[src/sv/ectc_pkg.sv]
// ----------------------------------------------------------------------------
// ectc_pkg
// Shared widths, span limits, reciprocal constants and stage payload types
// for the epoch to civil time converter.
// ----------------------------------------------------------------------------
`default_nettype none

package ectc_pkg;

  localparam int EPOCH_W = 35;
  localparam int U_W     = 34;
  localparam int LOW_W   = 7;
  localparam int Q7_W    = U_W - LOW_W;
  localparam int DAY_W   = 18;
  localparam int SOD_W   = 17;
  localparam int R675_W  = SOD_W - LOW_W;

  localparam int SPLIT_STAGES = 3;
  localparam int DATE_STAGES  = 6;
  localparam int PIPE_DEPTH   = SPLIT_STAGES + DATE_STAGES;

  localparam logic signed [EPOCH_W-1:0] SPAN_LOW  = -35'sd2208988800;
  localparam logic signed [EPOCH_W-1:0] SPAN_HIGH = 35'sd13569465599;
  localparam logic [EPOCH_W-1:0]        SHIFT_1900 = 35'd2208988800;

  // seconds per day is 128 * 675
  localparam int          K675   = 37;
  localparam logic [63:0] M675_W = ((64'd1 << K675) + 64'd674) / 64'd675;
  localparam logic [27:0] M675   = M675_W[27:0];
  localparam logic [9:0]  D675   = 10'd675;

  // days from 0000-03-01 to 1900-01-01, and era starts in that count
  localparam logic [19:0] Z_OFS       = 20'd693901;
  localparam logic [19:0] ERA4_START  = 20'd584388;
  localparam logic [19:0] ERA5_START  = 20'd730485;
  localparam logic [11:0] ERA4_YEAR   = 12'd1600;
  localparam logic [11:0] ERA5_YEAR   = 12'd2000;

  localparam logic [DAY_W-1:0] CENT1 = 18'd36524;
  localparam logic [DAY_W-1:0] CENT2 = 18'd73048;
  localparam logic [DAY_W-1:0] CENT3 = 18'd109572;
  localparam logic [DAY_W-1:0] CENT4 = 18'd146096;

  localparam int          K1460   = 29;
  localparam logic [63:0] M1460_W = ((64'd1 << K1460) + 64'd1459) / 64'd1460;
  localparam logic [18:0] M1460   = M1460_W[18:0];

  localparam int          K365   = 27;
  localparam logic [63:0] M365_W = ((64'd1 << K365) + 64'd364) / 64'd365;
  localparam logic [18:0] M365   = M365_W[18:0];

  localparam int          K153   = 20;
  localparam logic [63:0] M153_W = ((64'd1 << K153) + 64'd152) / 64'd153;
  localparam logic [12:0] M153   = M153_W[12:0];

  localparam int          K3600   = 29;
  localparam logic [63:0] M3600_W = ((64'd1 << K3600) + 64'd3599) / 64'd3600;
  localparam logic [17:0] M3600   = M3600_W[17:0];

  localparam int          K60   = 18;
  localparam logic [63:0] M60_W = ((64'd1 << K60) + 64'd59) / 64'd60;
  localparam logic [12:0] M60   = M60_W[12:0];

  typedef struct packed {
    logic [DAY_W-1:0] days;
    logic [SOD_W-1:0] sod;
  } day_sod_t;

  typedef struct packed {
    logic [11:0] year;
    logic [3:0]  month;
    logic [4:0]  day_of_month;
    logic [2:0]  weekday;
  } date_t;

  typedef struct packed {
    logic [4:0] hour;
    logic [5:0] minute;
    logic [5:0] second;
  } tod_t;

endpackage

`default_nettype wire

[src/sv/ectc_split.sv]
// ----------------------------------------------------------------------------
// ectc_split
// Three stages: rebase to 1900-01-01, then divide by 86400 into a day count
// and a second of the day.
// ----------------------------------------------------------------------------
`default_nettype none

module ectc_split (
  input  wire logic                                 clk,
  input  wire logic                                 en,
  input  wire logic signed [ectc_pkg::EPOCH_W-1:0]  epoch,
  output ectc_pkg::day_sod_t                        split
);

  logic [ectc_pkg::EPOCH_W-1:0] sum_nxt;
  logic [ectc_pkg::U_W-1:0]     u_r;

  logic [ectc_pkg::Q7_W-1:0]    q7_nxt;
  logic [54:0]                  prod_nxt;
  logic [ectc_pkg::DAY_W-1:0]   q_r;
  logic [ectc_pkg::Q7_W-1:0]    q7_r;
  logic [ectc_pkg::LOW_W-1:0]   low_r;

  logic [27:0]                  qm_nxt;
  logic [ectc_pkg::Q7_W-1:0]    r_nxt;
  ectc_pkg::day_sod_t           split_r;

  assign sum_nxt  = epoch + ectc_pkg::SHIFT_1900;
  assign q7_nxt   = u_r[ectc_pkg::U_W-1:ectc_pkg::LOW_W];
  assign prod_nxt = 55'(q7_nxt) * 55'(ectc_pkg::M675);
  assign qm_nxt   = 28'(q_r) * 28'(ectc_pkg::D675);
  assign r_nxt    = q7_r - qm_nxt[ectc_pkg::Q7_W-1:0];

  always_ff @(posedge clk) begin
    if (en) begin
      u_r          <= sum_nxt[ectc_pkg::U_W-1:0];
      q_r          <= prod_nxt[ectc_pkg::K675 +: ectc_pkg::DAY_W];
      q7_r         <= q7_nxt;
      low_r        <= u_r[ectc_pkg::LOW_W-1:0];
      split_r.days <= q_r;
      split_r.sod  <= {r_nxt[ectc_pkg::R675_W-1:0], low_r};
    end
  end

  assign split = split_r;

endmodule

`default_nettype wire

[src/sv/ectc_clock.sv]
// ----------------------------------------------------------------------------
// ectc_clock
// Six stages: second of the day into hour, minute and second, padded to
// line up with the date path.
// ----------------------------------------------------------------------------
`default_nettype none

module ectc_clock (
  input  wire logic                        clk,
  input  wire logic                        en,
  input  wire logic [ectc_pkg::SOD_W-1:0]  sod,
  output ectc_pkg::tod_t                   tod
);

  logic [34:0]                 hprod_nxt;
  logic [4:0]                  hour3_r;
  logic [ectc_pkg::SOD_W-1:0]  sod3_r;

  logic [ectc_pkg::SOD_W-1:0]  hsec_nxt;
  logic [ectc_pkg::SOD_W-1:0]  r1_nxt;
  logic [11:0]                 r1_r;
  logic [4:0]                  hour4_r;

  logic [24:0]                 mprod_nxt;
  logic [11:0]                 r1_5_r;
  logic [4:0]                  hour5_r;
  logic [5:0]                  min5_r;

  logic [11:0]                 msec_nxt;
  logic [11:0]                 sec_nxt;
  ectc_pkg::tod_t              tod6_r;
  ectc_pkg::tod_t              tod7_r;
  ectc_pkg::tod_t              tod8_r;

  assign hprod_nxt = 35'(sod) * 35'(ectc_pkg::M3600);
  assign hsec_nxt  = 17'(hour3_r) * 17'd3600;
  assign r1_nxt    = sod3_r - hsec_nxt;
  assign mprod_nxt = 25'(r1_r) * 25'(ectc_pkg::M60);
  assign msec_nxt  = 12'(min5_r) * 12'd60;
  assign sec_nxt   = r1_5_r - msec_nxt;

  always_ff @(posedge clk) begin
    if (en) begin
      hour3_r        <= hprod_nxt[ectc_pkg::K3600 +: 5];
      sod3_r         <= sod;
      r1_r           <= r1_nxt[11:0];
      hour4_r        <= hour3_r;
      r1_5_r         <= r1_r;
      hour5_r        <= hour4_r;
      min5_r         <= mprod_nxt[ectc_pkg::K60 +: 6];
      tod6_r.hour    <= hour5_r;
      tod6_r.minute  <= min5_r;
      tod6_r.second  <= sec_nxt[5:0];
      tod7_r         <= tod6_r;
      tod8_r         <= tod7_r;
    end
  end

  assign tod = tod8_r;

endmodule

`default_nettype wire

[src/sv/ectc_date.sv]
// ----------------------------------------------------------------------------
// ectc_date
// Six stages: day count since 1900-01-01 into year, month, day and weekday
// by the era / year-of-era method.
// ----------------------------------------------------------------------------
`default_nettype none

module ectc_date (
  input  wire logic                        clk,
  input  wire logic                        en,
  input  wire logic [ectc_pkg::DAY_W-1:0]  days,
  output ectc_pkg::date_t                  date
);

  function automatic logic [2:0] mod7(input logic [18:0] v);
    logic [20:0] p;
    logic [5:0]  s1;
    logic [3:0]  s2;
    p  = {2'b00, v};
    s1 = '0;
    for (int i = 0; i < 7; i++) begin
      s1 = s1 + 6'(p[3*i +: 3]);
    end
    s2 = 4'(s1[2:0]) + 4'(s1[5:3]);
    if (s2 >= 4'd7) begin
      s2 = s2 - 4'd7;
    end
    if (s2 >= 4'd7) begin
      s2 = s2 - 4'd7;
    end
    return s2[2:0];
  endfunction

  // first day of each month, march-based
  function automatic logic [8:0] month_start(input logic [3:0] mp);
    logic [8:0] r;
    case (mp)
      4'd0:    r = 9'd0;
      4'd1:    r = 9'd31;
      4'd2:    r = 9'd61;
      4'd3:    r = 9'd92;
      4'd4:    r = 9'd122;
      4'd5:    r = 9'd153;
      4'd6:    r = 9'd184;
      4'd7:    r = 9'd214;
      4'd8:    r = 9'd245;
      4'd9:    r = 9'd275;
      4'd10:   r = 9'd306;
      4'd11:   r = 9'd337;
      default: r = 9'd0;
    endcase
    return r;
  endfunction

  // stage 3
  logic [19:0]                 z_nxt;
  logic                        era5_nxt;
  logic [19:0]                 doe_nxt;
  logic [ectc_pkg::DAY_W-1:0]  doe3_r;
  logic                        era5_3_r;
  logic [2:0]                  wd3_r;

  // stage 4
  logic [36:0]                 p1460_nxt;
  logic [2:0]                  cent_nxt;
  logic [18:0]                 t_nxt;
  logic [ectc_pkg::DAY_W-1:0]  doe4_r;
  logic                        era5_4_r;
  logic [2:0]                  wd4_r;
  logic [ectc_pkg::DAY_W-1:0]  t_r;

  // stage 5
  logic [36:0]                 p365_nxt;
  logic [ectc_pkg::DAY_W-1:0]  doe5_r;
  logic                        era5_5_r;
  logic [2:0]                  wd5_r;
  logic [8:0]                  yoe_r;

  // stage 6
  logic [1:0]                  c100_nxt;
  logic [ectc_pkg::DAY_W-1:0]  yd_nxt;
  logic [ectc_pkg::DAY_W-1:0]  doy_nxt;
  logic [8:0]                  doy6_r;
  logic [11:0]                 yy6_r;
  logic [2:0]                  wd6_r;

  // stage 7
  logic [11:0]                 v_nxt;
  logic [24:0]                 p153_nxt;
  logic [8:0]                  doy7_r;
  logic [11:0]                 yy7_r;
  logic [2:0]                  wd7_r;
  logic [3:0]                  mp7_r;

  // stage 8
  logic [8:0]                  dd_nxt;
  logic [3:0]                  mm_nxt;
  ectc_pkg::date_t             date_r;

  assign z_nxt    = 20'(days) + ectc_pkg::Z_OFS;
  assign era5_nxt = (z_nxt >= ectc_pkg::ERA5_START);
  assign doe_nxt  = z_nxt - (era5_nxt ? ectc_pkg::ERA5_START : ectc_pkg::ERA4_START);

  assign p1460_nxt = 37'(doe3_r) * 37'(ectc_pkg::M1460);
  always_comb begin
    if (doe3_r >= ectc_pkg::CENT4) begin
      cent_nxt = 3'd4;
    end else if (doe3_r >= ectc_pkg::CENT3) begin
      cent_nxt = 3'd3;
    end else if (doe3_r >= ectc_pkg::CENT2) begin
      cent_nxt = 3'd2;
    end else if (doe3_r >= ectc_pkg::CENT1) begin
      cent_nxt = 3'd1;
    end else begin
      cent_nxt = 3'd0;
    end
  end
  assign t_nxt = 19'(doe3_r) - 19'(p1460_nxt[ectc_pkg::K1460 +: 8]) + 19'(cent_nxt)
                 - 19'(doe3_r == ectc_pkg::CENT4);

  assign p365_nxt = 37'(t_r) * 37'(ectc_pkg::M365);

  always_comb begin
    if (yoe_r >= 9'd300) begin
      c100_nxt = 2'd3;
    end else if (yoe_r >= 9'd200) begin
      c100_nxt = 2'd2;
    end else if (yoe_r >= 9'd100) begin
      c100_nxt = 2'd1;
    end else begin
      c100_nxt = 2'd0;
    end
  end
  assign yd_nxt  = 18'(yoe_r) * 18'd365 + 18'(yoe_r[8:2]) - 18'(c100_nxt);
  assign doy_nxt = doe5_r - yd_nxt;

  assign v_nxt    = 12'(doy6_r) * 12'd5 + 12'd2;
  assign p153_nxt = 25'(v_nxt) * 25'(ectc_pkg::M153);

  assign dd_nxt = doy7_r - month_start(mp7_r) + 9'd1;
  assign mm_nxt = (mp7_r < 4'd10) ? (mp7_r + 4'd3) : (mp7_r - 4'd9);

  always_ff @(posedge clk) begin
    if (en) begin
      doe3_r   <= doe_nxt[ectc_pkg::DAY_W-1:0];
      era5_3_r <= era5_nxt;
      wd3_r    <= mod7(19'(days) + 19'd1);

      doe4_r   <= doe3_r;
      era5_4_r <= era5_3_r;
      wd4_r    <= wd3_r;
      t_r      <= t_nxt[ectc_pkg::DAY_W-1:0];

      doe5_r   <= doe4_r;
      era5_5_r <= era5_4_r;
      wd5_r    <= wd4_r;
      yoe_r    <= p365_nxt[ectc_pkg::K365 +: 9];

      doy6_r   <= doy_nxt[8:0];
      yy6_r    <= (era5_5_r ? ectc_pkg::ERA5_YEAR : ectc_pkg::ERA4_YEAR) + 12'(yoe_r);
      wd6_r    <= wd5_r;

      doy7_r   <= doy6_r;
      yy7_r    <= yy6_r;
      wd7_r    <= wd6_r;
      mp7_r    <= p153_nxt[ectc_pkg::K153 +: 4];

      date_r.year         <= yy7_r + 12'(mm_nxt <= 4'd2);
      date_r.month        <= mm_nxt;
      date_r.day_of_month <= dd_nxt[4:0];
      date_r.weekday      <= wd7_r;
    end
  end

  assign date = date_r;

endmodule

`default_nettype wire

[src/sv/epoch_to_civil_time.sv]
// ----------------------------------------------------------------------------
// epoch_to_civil_time
// Signed Unix seconds to proleptic Gregorian UTC date, time and weekday.
//
// in_ channel: one 35-bit signed timestamp per beat. out_ channel: one beat
// per input beat, in order, with year, month, day, hour, minute, second,
// weekday (sunday 0) and a range flag. Timestamps before 1900-01-01 or after
// 2399-12-31 23:59:59 give range_error 1 and all other fields zero.
// Nine register stages (3 for the day split, 6 for the calendar) lie between
// an accepted beat and its result beat. One beat enters per cycle while
// in_stall is low, so sustained throughput is one beat per clock while
// out_stall stays low.
// The whole pipeline advances together; it holds only while the output
// register is full and out_stall is high, and in_stall is raised in exactly
// those cycles, so a beat is never lost or repeated and bubbles drain out.
// Synchronous reset empties the pipeline; no state survives across beats.
// ----------------------------------------------------------------------------
`default_nettype none

module epoch_to_civil_time (
  input  wire logic                                 clk,
  input  wire logic                                 rst_n,
  input  wire logic                                 in_valid,
  output logic                                      in_stall,
  input  wire logic signed [ectc_pkg::EPOCH_W-1:0]  in_epoch_seconds,
  output logic                                      out_valid,
  input  wire logic                                 out_stall,
  output logic [11:0]                               out_year,
  output logic [3:0]                                out_month,
  output logic [4:0]                                out_day_of_month,
  output logic [4:0]                                out_hour,
  output logic [5:0]                                out_minute,
  output logic [5:0]                                out_second,
  output logic [2:0]                                out_weekday,
  output logic                                      out_range_error
);

  logic                               en;
  logic                               err_nxt;
  logic [ectc_pkg::PIPE_DEPTH-1:0]    vld_r;
  logic [ectc_pkg::PIPE_DEPTH-1:0]    err_r;
  ectc_pkg::day_sod_t                 split;
  ectc_pkg::date_t                    date;
  ectc_pkg::tod_t                     tod;
  logic                               err;

  assign en       = !(vld_r[ectc_pkg::PIPE_DEPTH-1] && out_stall);
  assign in_stall = !en;
  assign err_nxt  = (in_epoch_seconds < ectc_pkg::SPAN_LOW) ||
                    (in_epoch_seconds > ectc_pkg::SPAN_HIGH);

  always_ff @(posedge clk) begin
    if (!rst_n) begin
      vld_r <= '0;
    end else if (en) begin
      vld_r <= {vld_r[ectc_pkg::PIPE_DEPTH-2:0], in_valid};
    end
  end

  always_ff @(posedge clk) begin
    if (en) begin
      err_r <= {err_r[ectc_pkg::PIPE_DEPTH-2:0], err_nxt};
    end
  end

  ectc_split u_split (
    .clk   (clk),
    .en    (en),
    .epoch (in_epoch_seconds),
    .split (split)
  );

  ectc_date u_date (
    .clk  (clk),
    .en   (en),
    .days (split.days),
    .date (date)
  );

  ectc_clock u_clock (
    .clk (clk),
    .en  (en),
    .sod (split.sod),
    .tod (tod)
  );

  assign err              = err_r[ectc_pkg::PIPE_DEPTH-1];
  assign out_valid        = vld_r[ectc_pkg::PIPE_DEPTH-1];
  assign out_range_error  = err;
  assign out_year         = err ? '0 : date.year;
  assign out_month        = err ? '0 : date.month;
  assign out_day_of_month = err ? '0 : date.day_of_month;
  assign out_weekday      = err ? '0 : date.weekday;
  assign out_hour         = err ? '0 : tod.hour;
  assign out_minute       = err ? '0 : tod.minute;
  assign out_second       = err ? '0 : tod.second;

  // in-span beats carry a real calendar date
  a_date_sane: assert property (@(posedge clk) disable iff (!rst_n)
    out_valid && !out_range_error |->
      out_month >= 4'd1 && out_month <= 4'd12 && out_day_of_month != 5'd0 &&
      out_year >= 12'd1900 && out_year <= 12'd2399)
    else $error("calendar fields out of range on an in-span beat");

  a_time_sane: assert property (@(posedge clk) disable iff (!rst_n)
    out_valid && !out_range_error |->
      out_hour < 5'd24 && out_minute < 6'd60 && out_second < 6'd60 &&
      out_weekday < 3'd7)
    else $error("time of day or weekday out of range on an in-span beat");

  a_stall_only_full: assert property (@(posedge clk) disable iff (!rst_n)
    in_stall |-> out_valid && out_stall)
    else $error("input held off while the output register can move");

  a_pipe_frozen: assert property (@(posedge clk) disable iff (!rst_n)
    in_stall |=> $stable(vld_r))
    else $error("valid bits moved during a stall");

endmodule

`default_nettype wire

[config.mk]
export PLATFORM = sky130hd
export DESIGN_NAME = epoch_to_civil_time
export DESIGN_NICKNAME = d
export VERILOG_FILES = /design/src/sv/ectc_pkg.sv /design/src/sv/ectc_split.sv /design/src/sv/ectc_clock.sv /design/src/sv/ectc_date.sv /design/src/sv/epoch_to_civil_time.sv
export SDC_FILE = /design/constraint.sdc
export NUM_CORES = 2
export LEC_CHECK = 0
export BUFFER_PORTS_ARGS = -buffer_cell sky130_fd_sc_hd__buf_2
export CAP_MARGIN = 20
export CORE_ASPECT_RATIO = 1.4
export CORE_MARGIN = 10
export CORE_UTILIZATION = 66
export DETAILED_ROUTE_END_ITERATION = 7
export GPL_TIMING_DRIVEN = 0
export MAX_ROUTING_LAYER = met4
export PLACE_DENSITY = 0.91
export SLEW_MARGIN = 20
export SYNTH_ARGS = -nofsm -noshare
export SYNTH_HDL_FRONTEND = slang
export SYNTH_SLANG_ARGS = --single-unit
[constraint.sdc]
create_clock -name clk -period 18.3 [get_ports clk]
set_input_delay 0 -clock clk [delete_from_list [all_inputs] [get_ports clk]]
set_output_delay 0 -clock clk [all_outputs]
set_load 0.005 [all_outputs]
* Word-level counts from Yosys, hierarchy flattened
Memories as Yosys holds them, arrays and structs flattened. A register that Yosys moved wholly into a read port is not among the register bits. Cells that the tools add are included.
Storage, ports and cells: word-level logic and storage cells 125, output and inout port bits 44, input bits 39, memory bits (read-only) 144, RAM bits 0, memories 1, register bits 371, bits in latches 0
Operators by class: multiply operators 11, reductions and logical operators 2, $add $sub $neg 29, divide/modulo/power cells 0, muxes and demuxes 21, order comparisons 14, shift operators 0, bitwise operators 0, eq/ne operators 1
Memories:
- (name not given) | depth 16, bits a word 9, rd ports 1, clocked after memory_dff 1, wr ports 0, RTL line ectc_date.sv:37 | case (mp)
Operators by type and width (number):
- $mul 27x28->55 const B | 1
- $mul 12x12->23 const B | 2
- $ge 18x17->1 const B | 2
- $gt 35x35->1 const B | 1
- $lt 35x33->1 const B | 1
- $add 34x32->34 const B | 1
- $mul 17x18->34 const B | 1
- $mul 18x16->34 const B | 1
- $mul 18x16->33 const B | 1
- $add 6x3->6 | 4
- $add 18x20->20 const B | 1
- $ge 20x20->1 const B | 1
- $mux 4 | 5
- $add 18x1->19 const B | 1
- $add 18x3->18 | 1
- $eq 18x18->1 const B | 1
- $ge 18x16->1 const B | 1
- $ge 18x18->1 const B | 1
- $mul 18x10->10 const B | 1
- $mux 18 | 1
- $sub 18x1->18 | 1
- $sub 18x18->18 | 1
- $sub 18x8->18 | 1
- $mux 3 | 5
- other kinds (35) | 41

* Logic depth before layout (Yosys ltp)
word-level depth 13, depth in mapped cells 37, mapped depth without buffers 37

* Hierarchy
A second synthesis with hierarchy kept.
Unflattened totals: cells, all modules 4433, area total of the unflattened synthesis 48735.5 um^2
Modules (own cells, without submodules):
- ectc_date | times used 1, cells an instance 2140, area each 23168.5 um^2
- ectc_split | times used 1, cells an instance 1375, area each 15035.7 um^2
- ectc_clock | times used 1, cells an instance 791, area each 9386.5 um^2
- epoch_to_civil_time | times used 1, cells an instance 127, area each 1144.8 um^2

* Worst setup path before layout
OpenSTA, ideal clock, no wires.
path kind reg2reg, start register vld_r[8] in the netlist's numbering, end register (tool-made name), cell stages (with the launch flop) 8, data required time 18183 ps, setup slack 5430 ps, path buffers 1, data arrival time 12753 ps, path through dfxtp_1 > nand2_1 > buf_1 > mux2i_1 > ha_1 > inv_1 > mux2i_1 > a22o_1
RTL lines:
- start: declaration | RTL line epoch_to_civil_time.sv:40 | logic [ectc_pkg::PIPE_DEPTH-1:0] vld_r;
- start signal: assignment | RTL line epoch_to_civil_time.sv:56 | vld_r <= {vld_r[ectc_pkg::PIPE_DEPTH-2:0], in_valid};

* Worst setup path in the final report
start register u_date.doe3_r[13] in the netlist's numbering, end register u_date.t_r[16] in the netlist's numbering (data pin)
Between the ends: cells in the longest elaborated chain, start to end 7
Ends and longest elaborated chain:
- start: declaration | RTL line ectc_date.sv:59 | logic [ectc_pkg::DAY_W-1:0] doe3_r;
- start signal: assignment | RTL line ectc_date.sv:145 | doe3_r <= doe_nxt[ectc_pkg::DAY_W-1:0];
- parallel branches: the longest is 6 deep, another holds $mul 18x16->34
- $sub 18x1->18 * | RTL line ectc_date.sv:119 | - 19'(doe3_r == ectc_pkg::CENT4);
- net u_date.t_nxt[16] | RTL line ectc_date.sv:66 | logic [18:0] t_nxt;
- end signal: assignment | RTL line ectc_date.sv:152 | t_r <= t_nxt[ectc_pkg::DAY_W-1:0];
- end: declaration | RTL line ectc_date.sv:70 | logic [ectc_pkg::DAY_W-1:0] t_r;
Mark *: on every way through the listed nets, which the timed path passes. A chain may end at the register's enable or synchronous reset.

==> metrics.yaml <==
run_status:
  outcome: "complete, no violations"
setup_path:
  r2r-start: "u_date.doe3_r[13]"
  path_max_fanout: 10
  end_kind: "register"
  cpLargestDelayFamily: "adder cells"
  cp_slowest_stage_delay_ns: 0.76
  worstSetupStartpoint: "u_date.doe3_r[13]"
  arrival_ns: 10.51
  critPathMostFrequentCell: "inv_1"
  cp-start-kind: "register"
  crit_buf_inv: 9
  cp_slowest_cell: "edfxtp_1"
  crit_type: "register to register"
  required_ns: 18.61
grt:
  grt_pass1_vias: 34100
  grt_max_degree: 40
  antenna_found_initial: 0
  grt_pass1_wl_mm: 167
  grt_use_total_pct: 26.1
  gr-total-overflow: 0
routing:
  wirelength_mm: 101
  viasPerCell: 5.73
  drt_iter0_drc: 1543
  drt-pass1-iter-count: 5
  wire_per_inst_microns: 19.2
  vias: 30200
  ant_nets: 0
  remaining_drc_errors: 0
timing:
  relSlewSlack_pct: 31.6
  rsz0062_at_grt: "false"
  hold_violations: 0
  fin_hold_ws_ns: 0.0637
  slew_violations: 0
  worst_pin_slew_ns: 1.02
  max_freq_mhz: 98.0
  finalCriticalPeriod_ns: 10.21
  setup_viol: 0
  fin_skew_ns: 0.0479
  finalCritPeriodShare_pct: 55.8
  setup_tns_ns: 0
  setup_ws_ns: 8.09
cts:
  clock_sinks: 376
  tritoncts: "yes"
  cts_max_level: 2
  clkTransAtPathRegs_ns: 0.07
  cts_buffers: 38
  cts-root-buf: "clkbuf_16"
  cts_setup_buffers: 0
  clock_path_buffers: 3
  insertion_delay_ns: 0.61
finish:
  nets: 6022
  syn2layout_area_growth_pct: 7.74
  drive_above_1_share_pct: 4.61
  num-fill-cells: 4328
  fin_cells: 5270
  antenna_cells: 0
die:
  io_pins: 83
  initial_utilization_pct: 66.9
  die_h_microns: 336
  die_w_microns: 246
  fp-row-count: 115
  dieArea_sq_um: 82700
  core_sq_um: 70500
yosys:
  synthMuxAreaShare_pct: 0.159
  synth_top_family_by_area: "adder cells"
  synth-xor-area-share_pct: 4.23
  synth.distinct_cells: 89
  synth-edff-count: 362
  synthSimpleGateAreaFrac_pct: 4.89
  synth_top_cell_by_area: "ha_1"
  synth_top_area_share_pct: 29.3
  yosysSeqAreaShare_pct: 23.7
  syn_inst: 4114
  syn_area_sq_um: 47100
  yosys_warnings: 0
  avgSynthCellArea_sq_um: 11.5
  synth_adder_area_share_pct: 53.6
  synth_nets: 5829
  async_flop_share_pct: 0
  ys.flop_type: "edfxtp_1"
  synth_compound_area_share_pct: 5.39
  synth.area.top_cells: "ha_1 (29%), fa_1 (24%), edfxtp_1 (23%)"
  ys_ff_latch: 376
placed_design:
  dp_hpwl_mm: 80.0
  portBuffers: 82
  dp_cells: 5144
  place_ws_ns: 8.16
  gp_congestion: 0.970
job:
  max_cap_violations: 0
worst_hold_path:
  min_from: "out_stall"
  hold_path.class: "input pin to register"
logic make-up after synthesis:
logic type | count (synthesis)
AO/OA/AOI/OAI | 372
XOR/XNOR | 226
adder cells (fa/ha/maj) | 1676
buffers and inverters | 1006
flip-flops | 376
multiplexers | 7
AND/OR/NAND/NOR | 451
stage by stage:
stage | cell area [sq um] | util (%)
after CTS | 50800 | 72.0
after global routing | 50800 | 72.0
after detailed placement | 49000 | 69.5
after global placement | 48700 | 69.1
after floorplan | 47100 | -
final | 50800 | 72.0
state kept, by name (all words and copies together) (netlist names), 6 cells and up, named ones only:
signal          cells
u_date.t_r         18
u_clock.min5_r      6
u_clock.tod7_r     17
u_clock.tod        17
u_date.yoe_r        9
u_clock.r1_5_r      6
u_split.low_r       7
err_r               9
u_split.u_r        34
u_date.doe5_r       9
u_split.q_r        18
u_clock.r1_r       12
u_date.date        24
u_clock.tod6_r     17
u_date.yy6_r       12
u_split.split      35
u_clock.sod3_r     12
vld_r               9
u_date.doe3_r      18
u_split.q7_r       10
u_date.doe4_r       9
u_date.doy6_r       9
u_date.yy7_r       12
synthesized netlist by cell type (13+ instances only):
master and number:
ha_1 1102, inv_1 986, fa_1 574, edfxtp_1 362, xnor2_1 150, a21oi_1 105, nand2_1 102, nor2_1 97
xor2_1 74, nor2b_1 62, o21ai_0 55, a21o_1 50, nand3_1 39, nor3_1 36, o21a_1 31, nand4_1 26
nand2b_1 18, a21boi_0 15, and3_1 15, dfxtp_1 14, a211oi_1 13
cell usage in the layout, fill, tap and decap left out, drive strengths merged, types with 75 or more instances in the layout:
| cell | instances |
|---|---|
| ha | 1102 |
| nor2 | 99 |
| a21oi | 108 |
| xnor2 | 151 |
| nand2 | 102 |
| edfxtp | 362 |
| xor2 | 75 |
| buf | 103 |
| fa | 574 |
| inv | 991 |
path summary, 6_finish.rpt:
kind                      to  slack, ns  depth (start not counted)
min                 register       0.06                          4
max           u_date.t_r[16]       8.09                         37
min reg2reg  u_date.yy7_r[3]       0.38                          0
max reg2reg   u_date.t_r[16]       8.09                         37
worst min-delay path, stage by stage:
cell     delay (ns)
buf_2          0.10
nand2_1        0.15
mux2_2         0.29
nor3b_1        0.08
per-layer routing:
| layer | global-route usage, % | vias to the layer above | wire length [microns] |
|---|---|---|---|
| met5 | - | - | 0 |
| met2 | 48.5 | 973 | 55300 |
| met1 | 25.5 | 14900 | 34800 |
| met3 | 3.25 | 486 | 4120 |
| li1 | - | 13900 | - |
| met4 | 15.2 | 0 | 6880 |
area by class of cell:
type                       instances  area (sq um)  share of cell area (%)
tap                              936          1170                    2.31
timing repair buffer             153          1260                    2.49
clock inverter                    23           236                   0.466
inverter                         987          3700                    7.30
sequential                       376         11200                    22.0
clock buffer                      44           973                    1.92
buffer                            19          88.8                   0.175
multi-input combinational       2732         32200                    63.4
repair_timing:
item | 4_1_cts | 5_1_grt
endpoints found under the setup margin | 0 | 0
hold endpoints to repair | 44 | 0
resized for setup | 0 | 0
hold buffers | 59 | 0
Power is not shown: default switching activity piles up to over one toggle a cycle in this logic, so the estimate is an artifact.
